`config.mk`:
```
export PLATFORM = sky130hd
export DESIGN_NAME = quoted_name_list_lexer_unit
export DESIGN_NICKNAME = d
export VERILOG_FILES = /design/src/hdl/qnll_pkg.sv /design/src/hdl/qnll_core.sv /design/src/hdl/qnll_rsp_fifo.sv /design/src/hdl/quoted_name_list_lexer_unit.sv
export SDC_FILE = /design/constraint.sdc
export NUM_CORES = 1
export LEC_CHECK = 0
export ABC_AREA = 1
export BUFFER_PORTS_ARGS = -buffer_cell sky130_fd_sc_hd__buf_2
export CAP_MARGIN = 20
export CORE_MARGIN = 3
export CORE_UTILIZATION = 25
export CTS_BUF_LIST = sky130_fd_sc_hd__clkbuf_8
export DETAILED_ROUTE_END_ITERATION = 8
export SYNTH_ARGS = -nofsm -noshare
export SYNTH_HDL_FRONTEND = slang
export SYNTH_SLANG_ARGS = --single-unit
```
`constraint.sdc`:
```
create_clock -name clock -period 4.35 [get_ports clock]
set_input_delay 0.6525 -clock clock [delete_from_list [all_inputs] [get_ports clock]]
set_output_delay 0.6525 -clock clock [all_outputs]
set_load 0.01 [all_outputs]
```
`src/hdl/qnll_pkg.sv`:
```
`timescale 1ns / 1ps

package qnll_pkg;

   // Widths of the result fields, fixed by the port list.
   localparam int LINE_FIELD_BITS   = 24;
   localparam int COLUMN_FIELD_BITS = 16;
   localparam logic [LINE_FIELD_BITS-1:0]   LINE_FIELD_MAX   = '1;
   localparam logic [COLUMN_FIELD_BITS-1:0] COLUMN_FIELD_MAX = '1;

   // Default counter widths.
   localparam int LINE_BITS_DEFAULT   = 24;
   localparam int COLUMN_BITS_DEFAULT = 16;

   // Result queue depth; it must hold at least two entries.
   localparam int RSP_DEPTH = 4;

   // Input action codes.
   localparam logic ACTION_DATA = 1'b0;
   localparam logic ACTION_END  = 1'b1;

   // Characters the lexer reacts to.
   localparam logic [7:0] CHAR_SPACE     = 8'h20;
   localparam logic [7:0] CHAR_TAB       = 8'h09;
   localparam logic [7:0] CHAR_NEWLINE   = 8'h0A;
   localparam logic [7:0] CHAR_QUOTE     = 8'h22;
   localparam logic [7:0] CHAR_BACKSLASH = 8'h5C;

   typedef enum logic [1:0] {
      MODE_IDLE   = 2'd0,
      MODE_PLAIN  = 2'd1,
      MODE_QUOTED = 2'd2,
      MODE_ESCAPE = 2'd3
   } mode_type;

   typedef enum logic [2:0] {
      KIND_BYTE         = 3'd0,
      KIND_END          = 3'd1,
      KIND_UNTERMINATED = 3'd2,
      KIND_BAD_ESCAPE   = 3'd3,
      KIND_FINISHED     = 3'd4
   } kind_type;

   typedef struct packed {
      kind_type                     kind;
      logic [7:0]                   name_byte;
      logic [LINE_FIELD_BITS-1:0]   line_number;
      logic [COLUMN_FIELD_BITS-1:0] column_number;
      logic                         last;
   } rsp_item_type;

   // Up to two results produced by one input transfer.
   typedef struct packed {
      logic [1:0]   count;
      rsp_item_type item0;
      rsp_item_type item1;
   } rsp_push_type;

endpackage

```
`src/hdl/qnll_core.sv`:
```
`timescale 1ns / 1ps

module qnll_core #(
   parameter int LINE_BITS   = qnll_pkg::LINE_BITS_DEFAULT,
   parameter int COLUMN_BITS = qnll_pkg::COLUMN_BITS_DEFAULT
) (
   input  logic                   clock,
   input  logic                   reset,
   input  logic                   step,
   input  logic                   action,
   input  logic [7:0]             byte_value,
   output qnll_pkg::rsp_push_type push
);
   import qnll_pkg::*;

   localparam int LINE_W = (LINE_BITS > LINE_FIELD_BITS) ? LINE_BITS : LINE_FIELD_BITS;
   localparam int COL_W  = (COLUMN_BITS > COLUMN_FIELD_BITS) ? COLUMN_BITS
                                                              : COLUMN_FIELD_BITS;
   localparam logic [LINE_BITS-1:0]   LINE_MAX = '1;
   localparam logic [COLUMN_BITS-1:0] COL_MAX  = '1;

   mode_type                mode_ff, mode_in;
   logic [LINE_BITS-1:0]    line_ff, line_in;
   logic [COLUMN_BITS-1:0]  column_ff, column_in;

   logic [LINE_BITS-1:0]         line_inc;
   logic [COLUMN_BITS-1:0]       column_inc;
   logic [LINE_W-1:0]            line_wide;
   logic [LINE_FIELD_BITS-1:0]   line_field;
   logic [COLUMN_FIELD_BITS-1:0] col_here;
   logic [COLUMN_FIELD_BITS-1:0] col_next;
   logic                         is_sep;

   // Clamp a column counter value to the width of the result field.
   function automatic logic [COLUMN_FIELD_BITS-1:0] clamp_col(
      input logic [COLUMN_BITS-1:0] value
   );
      logic [COL_W-1:0] wide;
      wide = COL_W'(value);
      if (wide > COL_W'(COLUMN_FIELD_MAX)) begin
         return COLUMN_FIELD_MAX;
      end
      return wide[COLUMN_FIELD_BITS-1:0];
   endfunction

   // Saturating increments and the clamped field values that the results draw on.
   assign line_inc   = (line_ff == LINE_MAX) ? line_ff : line_ff + 1'b1;
   assign column_inc = (column_ff == COL_MAX) ? column_ff : column_ff + 1'b1;
   assign line_wide  = LINE_W'(line_ff);
   assign line_field = (line_wide > LINE_W'(LINE_FIELD_MAX)) ? LINE_FIELD_MAX
                                                             : line_wide[LINE_FIELD_BITS-1:0];
   assign col_here   = clamp_col(column_ff);
   assign col_next   = clamp_col(column_inc);
   assign is_sep     = (byte_value == CHAR_SPACE) || (byte_value == CHAR_TAB) ||
                       (byte_value == CHAR_NEWLINE);

   // Next state and results for the item presented this cycle.
   always_comb begin
      mode_in   = mode_ff;
      line_in   = line_ff;
      column_in = column_ff;
      push      = '0;
      push.item0.line_number = line_field;
      push.item1.line_number = line_field;
      push.item0.kind = KIND_BYTE;
      push.item1.kind = KIND_FINISHED;

      if (action == ACTION_END) begin
         // End of stream: report and return to the reset state.
         push.item0.column_number = col_next;
         push.item1.column_number = col_next;
         push.count = 2'd1;
         case (mode_ff)
            MODE_QUOTED: begin
               push.item0.kind = KIND_UNTERMINATED;
            end
            MODE_ESCAPE: begin
               push.item0.kind = KIND_BAD_ESCAPE;
               push.item0.column_number = col_here;
            end
            MODE_PLAIN: begin
               push.item0.kind = KIND_END;
               push.count = 2'd2;
            end
            default: begin
               push.item0.kind = KIND_FINISHED;
            end
         endcase
         mode_in   = MODE_IDLE;
         line_in   = LINE_BITS'(1);
         column_in = '0;
      end else if (mode_ff == MODE_ESCAPE) begin
         // Only a quote or a backslash may follow the escape character.
         if ((byte_value != CHAR_QUOTE) && (byte_value != CHAR_BACKSLASH)) begin
            push.count = 2'd1;
            push.item0.kind = KIND_BAD_ESCAPE;
            push.item0.column_number = col_here;
            mode_in   = MODE_IDLE;
            line_in   = LINE_BITS'(1);
            column_in = '0;
         end else begin
            push.count = 2'd1;
            push.item0.kind = KIND_BYTE;
            push.item0.name_byte = byte_value;
            push.item0.column_number = col_next;
            mode_in   = MODE_QUOTED;
            column_in = column_inc;
         end
      end else begin
         column_in = column_inc;
         push.item0.column_number = col_next;
         case (mode_ff)
            MODE_IDLE: begin
               if (is_sep) begin
                  mode_in = MODE_IDLE;
               end else if (byte_value == CHAR_QUOTE) begin
                  mode_in = MODE_QUOTED;
               end else begin
                  mode_in = MODE_PLAIN;
                  push.count = 2'd1;
                  push.item0.name_byte = byte_value;
               end
            end
            MODE_PLAIN: begin
               push.count = 2'd1;
               if (is_sep) begin
                  push.item0.kind = KIND_END;
                  mode_in = MODE_IDLE;
               end else begin
                  push.item0.name_byte = byte_value;
               end
            end
            default: begin
               if (byte_value == CHAR_QUOTE) begin
                  push.count = 2'd1;
                  push.item0.kind = KIND_END;
                  mode_in = MODE_IDLE;
               end else if (byte_value == CHAR_BACKSLASH) begin
                  mode_in = MODE_ESCAPE;
               end else begin
                  push.count = 2'd1;
                  push.item0.name_byte = byte_value;
               end
            end
         endcase
         // A newline starts the next line at column zero.
         if (byte_value == CHAR_NEWLINE) begin
            line_in   = line_inc;
            column_in = '0;
         end
      end

      push.item0.last = (push.count == 2'd1);
      push.item1.last = 1'b1;
   end

   // Lexer state advances only on a step.
   always_ff @(posedge clock) begin
      if (reset) begin
         mode_ff   <= MODE_IDLE;
         line_ff   <= LINE_BITS'(1);
         column_ff <= '0;
      end else if (step) begin
         mode_ff   <= mode_in;
         line_ff   <= line_in;
         column_ff <= column_in;
      end
   end

endmodule

```
`src/hdl/qnll_rsp_fifo.sv`:
```
`timescale 1ns / 1ps

module qnll_rsp_fifo (
   input  logic                   clock,
   input  logic                   reset,
   input  logic                   push_en,
   input  qnll_pkg::rsp_push_type push,
   output logic                   room,
   output logic                   rsp_valid,
   input  logic                   rsp_ready,
   output qnll_pkg::rsp_item_type head
);
   import qnll_pkg::*;

   localparam int PTR_W = $clog2(RSP_DEPTH);
   localparam int CNT_W = $clog2(RSP_DEPTH + 1);

   rsp_item_type     entry_ff [RSP_DEPTH];
   logic [PTR_W-1:0] wr_ptr_ff, wr_ptr_in;
   logic [PTR_W-1:0] rd_ptr_ff, rd_ptr_in;
   logic [CNT_W-1:0] count_ff, count_in;
   logic [PTR_W-1:0] wr_next;
   logic             pop;
   logic [1:0]       push_count;

   assign rsp_valid  = (count_ff != '0);
   assign pop        = rsp_valid && rsp_ready;
   assign push_count = push_en ? push.count : 2'd0;
   assign head       = entry_ff[rd_ptr_ff];
   assign wr_next    = (wr_ptr_ff == PTR_W'(RSP_DEPTH - 1)) ? '0 : wr_ptr_ff + 1'b1;

   // Two free entries are needed after this cycle's transfer out.
   assign room = (count_ff <= CNT_W'(RSP_DEPTH - 2)) ||
                 (pop && (count_ff <= CNT_W'(RSP_DEPTH - 1)));

   // Pointer and fill count updates.
   always_comb begin
      wr_ptr_in = wr_ptr_ff;
      rd_ptr_in = rd_ptr_ff;
      if (push_count == 2'd1) begin
         wr_ptr_in = wr_next;
      end else if (push_count == 2'd2) begin
         wr_ptr_in = (wr_next == PTR_W'(RSP_DEPTH - 1)) ? '0 : wr_next + 1'b1;
      end
      if (pop) begin
         rd_ptr_in = (rd_ptr_ff == PTR_W'(RSP_DEPTH - 1)) ? '0 : rd_ptr_ff + 1'b1;
      end
      count_in = count_ff + CNT_W'(push_count) - CNT_W'(pop);
   end

   always_ff @(posedge clock) begin
      if (reset) begin
         wr_ptr_ff <= '0;
         rd_ptr_ff <= '0;
         count_ff  <= '0;
      end else begin
         wr_ptr_ff <= wr_ptr_in;
         rd_ptr_ff <= rd_ptr_in;
         count_ff  <= count_in;
      end
   end

   // Result storage.
   always_ff @(posedge clock) begin
      if (push_count != 2'd0) begin
         entry_ff[wr_ptr_ff] <= push.item0;
      end
      if (push_count == 2'd2) begin
         entry_ff[wr_next] <= push.item1;
      end
   end

endmodule

```
`src/hdl/quoted_name_list_lexer_unit.sv`:
```
`timescale 1ns / 1ps

// Channel   Direction  Handshake              Payload
// req_      in         req_valid / req_ready  req_action, req_byte_value
// rsp_      out        rsp_valid / rsp_ready  rsp_kind, rsp_name_byte, rsp_line_number,
//                                             rsp_column_number, rsp_last
//
// One input byte is taken per cycle while req_ready is high. A transfer lands in the input
// register and is lexed once the result queue has room for two results; results leave
// the queue one per cycle while rsp_ready is high. Synchronous reset empties both
// stages and puts the lexer in idle at line one, column zero. A stall on rsp_ holds
// req_ready low only while an item waits in the input register and the queue holds
// three results with none leaving, or is full.

module quoted_name_list_lexer_unit #(
   parameter int LINE_BITS   = qnll_pkg::LINE_BITS_DEFAULT,
   parameter int COLUMN_BITS = qnll_pkg::COLUMN_BITS_DEFAULT
) (
   input  logic                                     clock,
   input  logic                                     reset,
   input  logic                                     req_valid,
   output logic                                     req_ready,
   input  logic                                     req_action,
   input  logic [7:0]                               req_byte_value,
   output logic                                     rsp_valid,
   input  logic                                     rsp_ready,
   output logic [2:0]                               rsp_kind,
   output logic [7:0]                               rsp_name_byte,
   output logic [qnll_pkg::LINE_FIELD_BITS-1:0]     rsp_line_number,
   output logic [qnll_pkg::COLUMN_FIELD_BITS-1:0]   rsp_column_number,
   output logic                                     rsp_last
);
   import qnll_pkg::*;

   logic         in_valid_ff, in_valid_in;
   logic         in_action_ff;
   logic [7:0]   in_byte_ff;
   logic         req_fire;
   logic         step;
   logic         room;
   rsp_push_type push;
   rsp_item_type head;

   // Input register: a held item steps when the queue can take its results.
   assign step      = in_valid_ff && room;
   assign req_ready = !in_valid_ff || step;
   assign req_fire  = req_valid && req_ready;

   always_comb begin
      in_valid_in = in_valid_ff;
      if (req_fire) begin
         in_valid_in = 1'b1;
      end else if (step) begin
         in_valid_in = 1'b0;
      end
   end

   always_ff @(posedge clock) begin
      if (reset) begin
         in_valid_ff <= 1'b0;
      end else begin
         in_valid_ff <= in_valid_in;
      end
   end

   always_ff @(posedge clock) begin
      if (req_fire) begin
         in_action_ff <= req_action;
         in_byte_ff   <= req_byte_value;
      end
   end

   qnll_core #(
      .LINE_BITS   (LINE_BITS),
      .COLUMN_BITS (COLUMN_BITS)
   ) u_core (
      .clock      (clock),
      .reset      (reset),
      .step       (step),
      .action     (in_action_ff),
      .byte_value (in_byte_ff),
      .push       (push)
   );

   qnll_rsp_fifo u_rsp_fifo (
      .clock     (clock),
      .reset     (reset),
      .push_en   (step),
      .push      (push),
      .room      (room),
      .rsp_valid (rsp_valid),
      .rsp_ready (rsp_ready),
      .head      (head)
   );

   // Result port fields from the queue head.
   assign rsp_kind          = head.kind;
   assign rsp_name_byte     = head.name_byte;
   assign rsp_line_number   = head.line_number;
   assign rsp_column_number = head.column_number;
   assign rsp_last          = head.last;

`ifndef NO_ASSERTIONS
   // End of input always reports at least one result.
   assert property (@(posedge clock) disable iff (reset)
      (step && (in_action_ff == ACTION_END)) |-> (push.count != 2'd0))
      else $error("end of input stepped without a result");

   // A pair of results is only ever a name end followed by stream finished.
   assert property (@(posedge clock) disable iff (reset)
      (step && (push.count == 2'd2)) |->
         ((push.item0.kind == KIND_END) && (push.item1.kind == KIND_FINISHED) &&
          !push.item0.last && push.item1.last))
      else $error("unexpected result pair");

   // The input side stalls only while an item is held in the input register.
   assert property (@(posedge clock) disable iff (reset)
      !req_ready |-> in_valid_ff)
      else $error("input stalled with an empty input register");
`endif

endmodule
```
=== After elaboration in Yosys (flattened, before gate mapping) ===
Memories as Yosys holds them, arrays and structs flattened. A register that Yosys moved wholly into a read port is not among the register bits.
Cells that the tools add are included.
W data, S select, Z words.

* Magnitude comparators: 5
* Mux-type cells: 66
* Reductions and logical operators: 19
* Eq/ne operators: 21
* Add/sub/neg operators: 7

{| class="wikitable"
|+ Operator list
! kind !! number
|-
| $mux W16 || 14
|-
| $mux W24 || 6
|-
| $mux W8 || 7
|-
| $mux W2 || 20
|-
| $gt A16 B16 Y1 const B || 2
|-
| $add A24 B1 Y24 const B || 1
|-
| $eq A24 B24 Y1 const B || 1
|-
| $gt A24 B24 Y1 const B || 1
|-
| $add A16 B1 Y16 const B || 1
|-
| $eq A16 B16 Y1 const B || 1
|-
| $eq A8 B4 Y1 const B || 2
|-
| $eq A8 B6 Y1 const B || 2
|-
| $pmux W8 S2 || 1
|-
| $mux W13 || 1
|-
| $eq A2 B2 Y1 const B || 6
|-
| $mux W1 || 12
|-
| $pmux W3 S3 || 1
|-
| $eq A8 B7 Y1 const B || 1
|-
| $ne A8 B6 Y1 const B || 1
|-
| $ne A8 B7 Y1 const B || 1
|-
| $pmux W2 S2 || 2
|-
| $add A2 B1 Y2 const B || 3
|-
| $eq A2 B1 Y1 const B || 3
|-
| $le A3 B2 Y1 const B || 2
|-
| other kinds (15) || 26
|}

* Memory bits (writable): 208
* Register bits: 59
* Output and inout bits: 54
* Memories: 1

{| class="wikitable"
|+ Memory list
! name !! depth !! bits a word !! read ports !! clocked after memory_dff !! wr ports !! line !! RTL
|-
| u_rsp_fifo.entry_ff || 4 || 52 || 1 || 1 || 2 || qnll_rsp_fifo.sv:18 || <nowiki>rsp_item_type entry_ff [RSP_DEPTH];</nowiki>
|}

=== Logic depth before layout (Yosys ltp) ===
Gate-level depths: netlist of run 1.

* Depth after elaboration: 11
* Mapped depth: 18
* Depth with buffers taken out: 18

=== Modules after synthesis ===
From an unflattened synthesis of run 1, not the netlist that was laid out.

* Cell total of the unflattened synthesis: 1,751
* Area total of the unflattened synthesis: 14,677.8 µm²

{| class="wikitable"
|+ Modules (own cells, without submodules)
! module !! area an instance (µm²) !! sequential area each (µm²) !! instances !! cells an instance
|-
| qnll_rsp_fifo || 10,650.2 || 6,426.2 || 1 || 1,103
|-
| qnll_core || 3,702.3 || 840.8 || 1 || 631
|-
| quoted_name_list_lexer_unit || 325.3 || 290.3 || 1 || 17
|}

=== Least setup slack after synthesis of run 1 ===
OpenSTA, ideal clock, no wires.

* Kind: flip-flop to flip-flop
* From: register in_byte_ff[1]
* To: memory u_rsp_fifo.entry_ff[3][0] (netlist name)
* Data arrival time: 3,039 ps
* Path buffers: 0
* Setup time: 120 ps
* Stages on the path, launching flop included: 17
* Clock period less this slack: 3,159 ps
* Setup slack: 1,191 ps
* Cell sequence: edfxtp_1 nand2_1 nor2_1 nand2_1 inv_1 nand2_1 nand2_1 nand3b_1 a21oi_1 inv_1 ha_1 nand2_1 inv_1 nor2_1 inv_1 o21ai_0 inv_1

{| class="wikitable"
|+ RTL lines
! element !! line !! RTL
|-
| start: declaration || quoted_name_list_lexer_unit.sv:37 || <nowiki>logic [7:0] in_byte_ff;</nowiki>
|-
| start signal: assignment || quoted_name_list_lexer_unit.sv:69 || <nowiki>in_byte_ff <= req_byte_value;</nowiki>
|-
| end: declaration || qnll_rsp_fifo.sv:18 ||
|}

==> results.md, run 1 <==
Run status:
- The flow ran to the end, and the final reports show no timing, DRC or antenna violations.

Clock tree:
- Once the clock tree was built, the resizer swapped 0 gates to a different size.
- No sink is reached through more buffers than the 3 on the longest clock path.
- After clock tree synthesis, the flow added hold-fix buffers numbering 0.
- The clock latency at the later pin of the worst-skew pair is roughly 0.6 ns.
- TritonCTS built the clock tree.
- The number of H-tree branching levels is 2.
- The post-CTS setup buffer count is 0.
- The number of clock sinks is between 200 and 300.
- The total CTS buffers is 43.
- The cell sitting at the root of the clock tree is a clkbuf_8.
- The clock edge transition at the registers on the reported setup and hold paths is 0.05 ns.

Logic synthesis:
- Of the total synthesized cell area, the portion taken by XOR and XNOR cells is 0.00918.
- The fraction of the mapped netlist area in simple logic gates is 0.274.
- The number of standard cells after synthesis is approximately 1700.
- The compound-cell area share of the yosys netlist is 0.115.
- Measured against the total synthesized area, the mux share comes to 0.
- The number of enable-type register cells in the synthesized netlist is 169.
- The proportion of synthesized chip area in sequential cells is 0.530.
- The post-synth design cell area is approximately 13000 sq um.
- The commonest register cell after synthesis is edfxtp_1.
- The number of distinct library cells after synthesis is 35.
- Yosys printed 0 warnings.
- The share of the synthesized area in the top cell type is 0.380.
- Of the total synthesized cell area, the portion taken by full adders, half adders and majority gates is 0.0146.
- Ranked by total cell area, the synthesized netlist is headed by edfxtp_1, dfxtp_1, nand2_1.
- The share of flip-flops with an asynchronous set or reset is 0.
- Dividing the synthesized area by the synthesized cell count gives roughly 8.0 sq um.
- The number of nets in the synthesized netlist is 1687.
- The commonest cells after synthesis are nand2_1, nor2_1, edfxtp_1, o21ai_0, nand3_1.
- After synthesis, the largest family of logic cells by area is simple AND/OR/NAND/NOR gates.
- The synthesized design contains 269 register bits.
- The biggest area contributor in the post-synthesis netlist is edfxtp_1.
- The cell with the most instances after synthesis is nand2_1.

Floorplan:
- The core area is around 53000 sq um.
- The number of placement rows is 84.
- The initial utilization of the core area, before any placement, comes to 0.254.
- The height of the die is 237 microns.
- The number of placed I/O pins is 67.
- The floorplan die width is roughly 240 microns.
- The die covers 56200 sq um.

Setup path:
- In this run the critical register-to-register path is launched from in_byte_ff[1].
- For the worst setup path, the data arrival time is roughly 4 ns.
- The slowest cell on the critical path is buf_4.
- The cell seen most often among critical-path stages is nand2_1.
- For the worst setup path, the data required time is 4.61 ns.
- The stage delay of the slowest cell on the critical path is 0.45 ns.
- The startpoint class of the critical path is a flip-flop.
- The critical path in this run is classified as reg2reg.
- The number of cells on the worst reg-to-reg path is 15.
- Along the worst path, the maximum fanout reaches 35.
- The launch point of the worst path is in_byte_ff[1].
- Across all register-to-register paths, the minimum setup slack is 0.57 ns.
- Walking the worst path, the cells encountered are nand2_1 > nor2_1 > nand2_1 > inv_1 > nand2_1 > nand2_1 > nand3b_1 > a21oi_1 > inv_1 > ha_1 > nand2_1 > inv_1 > nor2_2 > clkinv_1 > buf_4.
- The destination of the critical timing path is u_rsp_fifo.entry_ff[3][6].
- The end of the worst register-to-register path is u_rsp_fifo.entry_ff[3][6].
- The worst setup path is captured at a flip-flop.

Pwr:
- Power spread over the standard cell area amounts to between 400 and 500 nW/um^2.
- The net switching component of the power is 2.46 mW.
- The static leakage is 5.66 nW.
- The share of total power dissipated in the clock network is 0.292.
- The total power is 7.09 mW.
- The internal power of the cells totals 4.63 mW.
- Across the VDD grid, the largest voltage drop is 0.157 mV.
- The share of total power consumed by net switching is 0.348.
- Of the total power, combinational logic draws 0.268.
- The share of total power dissipated in sequential elements is 0.440.

Route:
- Dividing the detail-routed wire length by the instance count gives 16.7 microns.
- Dividing the detail-routed via count by the number of cells gives approximately 4.8.
- Once detail routing completed, the nets flagged for antenna violations numbered 0.
- The detailed-route wire length is 40600 microns.
- The total DRC errors in the routed layout is 0.
- The first routing iteration left 1013 violations.
- The number of detailed-routing iterations run before antenna repair is 5.
- The via total after detailed routing is 11646.

Layout:
- The layout filler cell count is 5577.
- After the last flow step, the layout net total stands at 1743.
- Of the cells placed in the final design, the portion with a size suffix greater than 1 is 0.110.
- The synthesis-to-layout area growth is 14.1%.
- The post-layout utilization of the core is 0.289.

Global route:
- The largest net degree at the start of global routing is 65.
- The number of global-route vias before repair is 11083.
- Across every metal layer, demand over resource in global routing totals 0.140.
- The first global-routing pass estimated between 60000 and 70000 microns of wire.
- The number of antenna violations at the first check in global routing is 3.
- For this run the aggregate overflow at the end of global routing stands at 0.

Min path:
- The classification of the worst-slack hold path is in2reg.

Timing:
- For the pin with the worst max-slew slack, the measured transition is just under 0.9 ns.
- The minimum hold slack is 0.268 ns.
- The number of pins exceeding their max-slew limit in the final report came to 0.
- Setup slack on the critical path of the routed design comes to 0.572 ns.
- The clock skew is 0.0264 ns.
- Setup repair after global routing left no endpoint under its margin.
- The worst pin sits at a relative slew slack of 0.419.
- In the finished design, the share of the clock period the worst path needs comes to 0.869.
- The worst path in the final design needs a cycle of 3.78 ns, including I/O delays and setup.
- The setup TNS is 0 ns.
- The setup-violating endpoint count in the final report is 0.
- The maximum achievable frequency is 0.265 GHz.
- The final hold violation count is 0.

Placement:
- The count of port buffers added during placement is 66.
- The pre-CTS worst setup slack is between 0.5 and 0.6 ns.
- The HPWL after detailed placement is 27400 microns.
- At the end of routability-driven placement, the weighted congestion stood at 0.890.

Flow run:
- The number of max-cap violations is 0.
[routing by layer]
metal	global-route usage	share of wire	vias up
li1	-	-	5652
met1	0.190	0.45	5526
met2	0.228	0.46	388
met3	0.0240	0.062	76
met4	0.0475	0.027	4
met5	0	0.00066	-
[per-stage QoR]
step / area [sq um] / cells
finish: 15200 / 2435
global route: 15200 / 2434
CTS: 15200 / 2434
detailed placement: 14400 / 2358
global placement: 14400 / 2358
floorplan: 13400 / 1659
[layout by cell type (no fill, tap or decap), types with 3 or more instances in the layout]
cell and instances:
nand3b_1 4, clkinv_1 13, a21oi_1 43, edfxtp_1 169, nand2_1 397, clkbuf_8 47, o21ai_2 8, nand2_4 4
o22ai_1 52, nand4_1 14, nor2_2 15, dfxtp_1 99, nor2_1 295, xor2_1 14, inv_1 119, inv_2 5
o21ai_0 169, clkinv_2 3, buf_4 21, buf_2 66, nand3_1 133, nor3_1 13, nand2_2 7, ha_1 14
[power groups by stage]
| stage | combinational, mW | clock, mW | sequential (mW) |
|---|---|---|---|
| detailed placement | 1.92 | 0 | 3.17 |
| CTS | 1.93 | 2.13 | 3.12 |
| global placement | 1.90 | 0 | 3.16 |
| floorplan | 1.16 | 0 | 3.10 |
| global route | 2.12 | 2.24 | 3.15 |
| finish | 1.90 | 2.07 | 3.12 |
[how the worst min path moves through the flow]
stage	from	endpoint	slack, ns	cells after the start
final	req_action	in_action_ff	0.27	1
after global routing	req_action	in_action_ff	0.25	1
after CTS	req_action	in_action_ff	0.24	1
after detailed placement	u_rsp_fifo.entry_ff[1][46]	u_rsp_fifo.entry_ff[1][46]	0.44	2
after global placement	u_rsp_fifo.entry_ff[2][41]	u_rsp_fifo.entry_ff[2][41]	0.43	2
after floorplan	u_rsp_fifo.entry_ff[1][49]	u_rsp_fifo.entry_ff[1][49]	0.42	2
[cell type report]
cell class	instances	area, sq um	area share
inverter	116	438	0.0287
multi-input combinational	1196	5520	0.362
timing repair buffer	89	528	0.0347
tap	688	861	0.0565
sequential	269	7080	0.465
antenna	1	2.50	0.000164
clock inverter	29	160	0.0105
clock buffer	47	647	0.0425
[state kept, by name (all words and copies together), names as in the netlist, named ones only]
| name | flops |
|---|---|
| u_rsp_fifo.entry_ff | 208 |
| u_rsp_fifo.wr_ptr_ff | 2 |
| u_core.line_ff | 24 |
| in_action_ff | 1 |
| u_rsp_fifo.rd_ptr_ff | 2 |
| u_rsp_fifo.count_ff | 3 |
| in_byte_ff | 8 |
| u_core.column_ff | 16 |
| u_core.mode_ff | 2 |
| in_valid_ff | 1 |
[worst max-delay path, delay by kind of cell, from the launching register on]
family	cells	cell delay [ns]
buffers and inverters	5	1.34
AND/OR/NAND/NOR	8	1.13
flip-flops	1	0.42
AO/OA/AOI/OAI	1	0.30
adder cells (fa/ha/maj)	1	0.26
[kinds of logic after synthesis]
kind of cell / after synthesis
adder cells (fa/ha/maj): 15
AND/OR/NAND/NOR: 887
buffers and inverters: 194
XOR/XNOR: 14
flip-flops: 269
AO/OA/AOI/OAI: 280
(Power assumes the default switching activity.)
==> run 2, diff against run 1 <==
Settings changed: ABC_AREA 1 to not set.
==> run 2 against run 1 <==
Net effect:
- clock-buffer cell count grew 12
- sequential cell count unchanged
- die area down 3.9%
- first-iteration DRC count fell by 12%
- highest routed layer is now met4
==> results.md, run 2 <==
Run status:
- Result of the run: complete, no violations (unchanged).

Timing:
- The post-route clock period utilization is 0.898 (was 0.869).
- The minimum period implied by the final worst setup slack was 3.91 ns (was 3.78 ns).
- The setup TNS came to 0 ns (unchanged).
- The final hold violation count came to 0 (unchanged).
- The clock skew is 0.0589 ns (was 0.0264 ns).
- The setup-violating endpoint count in the final report is 0 (unchanged).
- The maximum achievable frequency is 0.256 GHz (was 0.265 GHz).
- The transition time at the pin with the least slew margin is 1.03 ns (was 0.872 ns).
- The relative max-transition margin was 0.310 (was 0.419).
- Setup repair after global routing missed its margin: false (unchanged).
- The number of pins exceeding their max-slew limit in the final report was 0 (unchanged).

Layout:
- The final design instance area without fill is 14900 sq um (was 15200 sq um).
- The flip-flop count of the largest register, all copies and words added is 208 (unchanged).
- Leading cell types in the layout, fill and taps excluded: edfxtp_1, and2_1, dfxtp_1, a21oi_1, nand2_1 (was nand2_1, nor2_1, o21ai_0, edfxtp_1, nand3_1).
- The final-stage net count is 1184 (was 1743).
- The most frequent standard cell in the layout excluding fill and tap cells is edfxtp_1 (was nand2_1).
- The largest register by flop count is u_rsp_fifo.entry_ff (unchanged).
- The synthesis-to-layout area growth came to 16.6% (was 14.1%).
- The fraction of layout instances using a drive strength above 1 came to 0.199 (was 0.110).
- Largest registers ranked by flip-flop count: u_rsp_fifo.entry_ff (208), u_core.line_ff (24), u_core.column_ff (16) (unchanged).

Floorplan:
- The height of the die came to 232 microns (was 237 microns).
- The core area is 50400 sq um (was 52700 sq um).
- The die outline area came to 54000 sq um (was 56200 sq um).
- The number of placement rows came to 82 (was 84).
- The floorplan die width was 232 microns (was 237 microns).
- The effective utilization at floorplan is 0.254 (about the same).
- The number of placed I/O pins is 67 (unchanged).

Clock tree:
- The clock root buffer master was clkbuf_8 (unchanged).
- The number of H-tree branching levels was 2 (unchanged).
- The number of gates resized after cts is 0 (unchanged).
- The total CTS buffers was 48 (was 43).
- The hold-fix buffer count after cts is 0 (unchanged).
- The maximum root-to-sink buffer count was 3 (unchanged).
- The clock tree from TritonCTS is done (unchanged).
- The clock edge transition at the registers on the reported setup and hold paths came to 0.06 ns (was 0.05 ns).
- The number of clock sinks is 269 (unchanged).
- The post-CTS setup buffer count is 0 (unchanged).
- The clock latency at the later pin of the worst-skew pair came to 0.62 ns (was 0.59 ns).

Placement:
- The post-placement cell area was 13900 sq um (was 14400 sq um).
- The detailed placement HPWL was 22100 microns (was 27400 microns).
- The count of port buffers added during placement is 66 (unchanged).
- The last weighted congestion value of the routability-driven placer is 0.849 (was 0.890).

Logic synthesis:
- The share of the synthesized area in the top cell type is 0.396 (was 0.380).
- The number of enable-type register cells in the synthesized netlist was 169 (unchanged).
- The commonest register cell after synthesis is edfxtp_1 (unchanged).
- The proportion of synthesized chip area in sequential cells was 0.552 (was 0.530).
- The number of nets in the synthesized netlist is 1125 (was 1687).
- The share of flip-flops with an asynchronous set or reset is 0 (unchanged).
- The post-synth design cell area is 12800 sq um (was 13400 sq um).
- The count of state elements after synthesis came to 269 (unchanged).
- Synth top area cells: edfxtp_1, dfxtp_1, mux4_2 (was edfxtp_1, dfxtp_1, nand2_1).
- The number of distinct library cells after synthesis was 66 (was 35).
- The cell with the most instances after synthesis is edfxtp_1 (was nand2_1).
- The cell type contributing the most total cell area after synthesis is edfxtp_1 (unchanged).
- Most frequent cells after synthesis: edfxtp_1, and2_1, dfxtp_1, a21oi_1, clkbuf_1 (was nand2_1, nor2_1, edfxtp_1, o21ai_0, nand3_1).
- The count of yosys warnings during synthesis was 0 (unchanged).
- The mean area per synthesized cell is 11.7 sq um (was 8.05 sq um).
- The number of standard cells after synthesis is 1097 (was 1659).

Setup path:
- The critical path endpoint category is a flip-flop (unchanged).
- The type of the worst setup path is reg2reg (unchanged).
- The startpoint class of the critical path was a flip-flop (unchanged).
- The reg-to-reg startpoint is in_byte_ff[3] (was in_byte_ff[1]).
- The count of buffering cells on the critical path with inverters included is 0 (was 5).
- The slack of the worst reg-to-reg path is 0.44 ns (was 0.57 ns).
- The logic depth of the worst register-to-register path is 11 (was 15).
- The slowest cell on the critical path is nand3_1 (was buf_4).
- CP Cell Sequence: nor2b_1 > a21oi_1 > o21ai_0 > a221oi_1 > a21oi_1 > nand2b_1 > ha_1 > nand2b_1 > a21oi_1 > nand3_1 > a311oi_1 (was nand2_1 > nor2_1 > nand2_1 > inv_1 > nand2_1 > nand2_1 > nand3b_1 > a21oi_1 > inv_1 > ha_1 > nand2_1 > inv_1 > nor2_2 > clkinv_1 > buf_4).
- The end of the worst register-to-register path is u_rsp_fifo.entry_ff[0][6] (was u_rsp_fifo.entry_ff[3][6]).
- The critical path data arrival time is 4.29 ns (was 4.04 ns).
- The maximum fanout encountered on the critical timing path is 11 (was 35).
- The required time at the endpoint of the critical path is 4.73 ns (was 4.61 ns).
- The cell seen most often among critical-path stages was a21oi_1 (was nand2_1).
- The stage delay of the slowest cell on the critical path is 0.60 ns (was 0.45 ns).
- The dominant delay contributor by cell family on the critical path is compound AO/OA/AOI/OAI gates (was buffers and inverters).

Global route:
- The global route total overflow was 0 (unchanged).
- The number of global-route vias before repair is 8911 (was 11083).
- The total routing usage reported by global routing was 0.122 (was 0.140).
- The largest net degree at the start of global routing is 52 (was 65).
- The first-pass GRT wire length is 51800 microns (was 63100 microns).
- The number of antenna violations at the first check in global routing was 1 (was 3).

Min path:
- The endpoint of the worst hold-timing path is in_byte_ff[5] (was in_action_ff).
- The number of cells traversed by the worst hold path is 1 (unchanged).
- The classification of the worst-slack hold path is in2reg (unchanged).
- The origin of the worst min-delay path is req_byte_value[5] (was req_action).

Pwr:
- The power per standard cell area is 459 nW/um^2 (was 465 nW/um^2).
- The largest vdd supply drop is 0.224 mV (was 0.157 mV).
- The static leakage is 5.06 nW (was 5.66 nW).

Route:
- The total DRC errors in the routed layout came to 0 (unchanged).
- The detailed-route wire length came to 33400 microns (was 40600 microns).
- The routed wirelength normalized by instance count is 17.9 microns (was 16.7 microns).
- The via total after detailed routing came to 9157 (was 11646).
- The initial detailed-routing violation count is 892 (was 1013).
- The post-detailed-route via-to-cell ratio is 4.90 (was 4.78).
- The number of detailed-routing iterations run before antenna repair is 5 (unchanged).
- The number of nets with antenna violations after detailed routing is 0 (unchanged).

Flow run:
- The number of max-cap violations is 0 (unchanged).
run 2: logic make-up after synthesis:
family	share of synthesized area
compound gates	0.142
buf+inv	0.0329
fa+ha+maj	0.0152
flops	0.552
simple gates	0.155
mux	0.0939
xor+xnor	0.00820
run 2: routing by layer:
metal  share of wire  track usage  wire (microns)  vias to the layer above
met1            0.46        0.170           15300                     4472
met3           0.058       0.0223            1940                       73
met2            0.45        0.188           15200                      309
li1                -            -               -                     4303
met5               0            0               0                        -
met4           0.031       0.0494            1030                        0
run 2: through the flow:
step / utilization / std cells / power (mW) / setup slack, ns / hold slack, ns
4_1_cts: 0.296 / 1867 / 6.97 / 0.427 / 0.161
5_1_grt: 0.297 / 1869 / 7.22 / 0.0406 / 0.183
3_5_place_dp: 0.276 / 1777 / 4.52 / 0.488 / 0.443
3_3_place_gp: 0.276 / 1777 / 4.49 / 0.634 / 0.432
2_1_floorplan: - / 1097 / 3.96 / 0.291 / 0.420
6_report: 0.297 / 1869 / 6.86 / 0.445 / 0.211
run 2: report_power, final:
group	total (mW)	internal [mW]	switching (mW)	leakage (nW)
clock network	2.43	1.35	1.07	0.589
logic	1.31	0.627	0.683	1.92
registers	3.13	2.93	0.195	2.55
total	6.86	4.91	1.95	5.06
run 2: worst max path at each step:
| stage | startpoint | end | slack, ns | depth (start not counted) |
|---|---|---|---|---|
| after floorplan | in_byte_ff[2] | u_rsp_fifo.entry_ff[1][10] | 0.29 | 10 |
| after global placement | in_byte_ff[3] | u_rsp_fifo.entry_ff[2][7] | 0.63 | 11 |
| after detailed placement | in_byte_ff[3] | u_rsp_fifo.entry_ff[2][6] | 0.49 | 11 |
| after CTS | in_byte_ff[3] | u_rsp_fifo.entry_ff[2][6] | 0.43 | 11 |
| after global routing | in_byte_ff[3] | u_rsp_fifo.entry_ff[2][6] | 0.04 | 11 |
| final | in_byte_ff[3] | u_rsp_fifo.entry_ff[0][6] | 0.44 | 11 |
run 2: worst register-to-register path: stages, from the launching register on:
cell	delay [ns]
edfxtp_1	0.45
nor2b_1	0.21
a21oi_1	0.18
o21ai_0	0.10
a221oi_1	0.27
a21oi_1	0.17
nand2b_1	0.24
ha_1	0.29
nand2b_1	0.17
a21oi_1	0.55
nand3_1	0.60
a311oi_1	0.45
run 2: area by class of cell:
type / instances / area (sq um)
diodes: 1 / 2.50
fillers: 5108 / 35400
well taps: 672 / 841
inverters: 22 / 82.6
clock buffers: 59 / 812
clock inverters: 31 / 196
flip-flops and latches: 269 / 7080
multi-input cells: 720 / 5320
repair buffers: 95 / 606
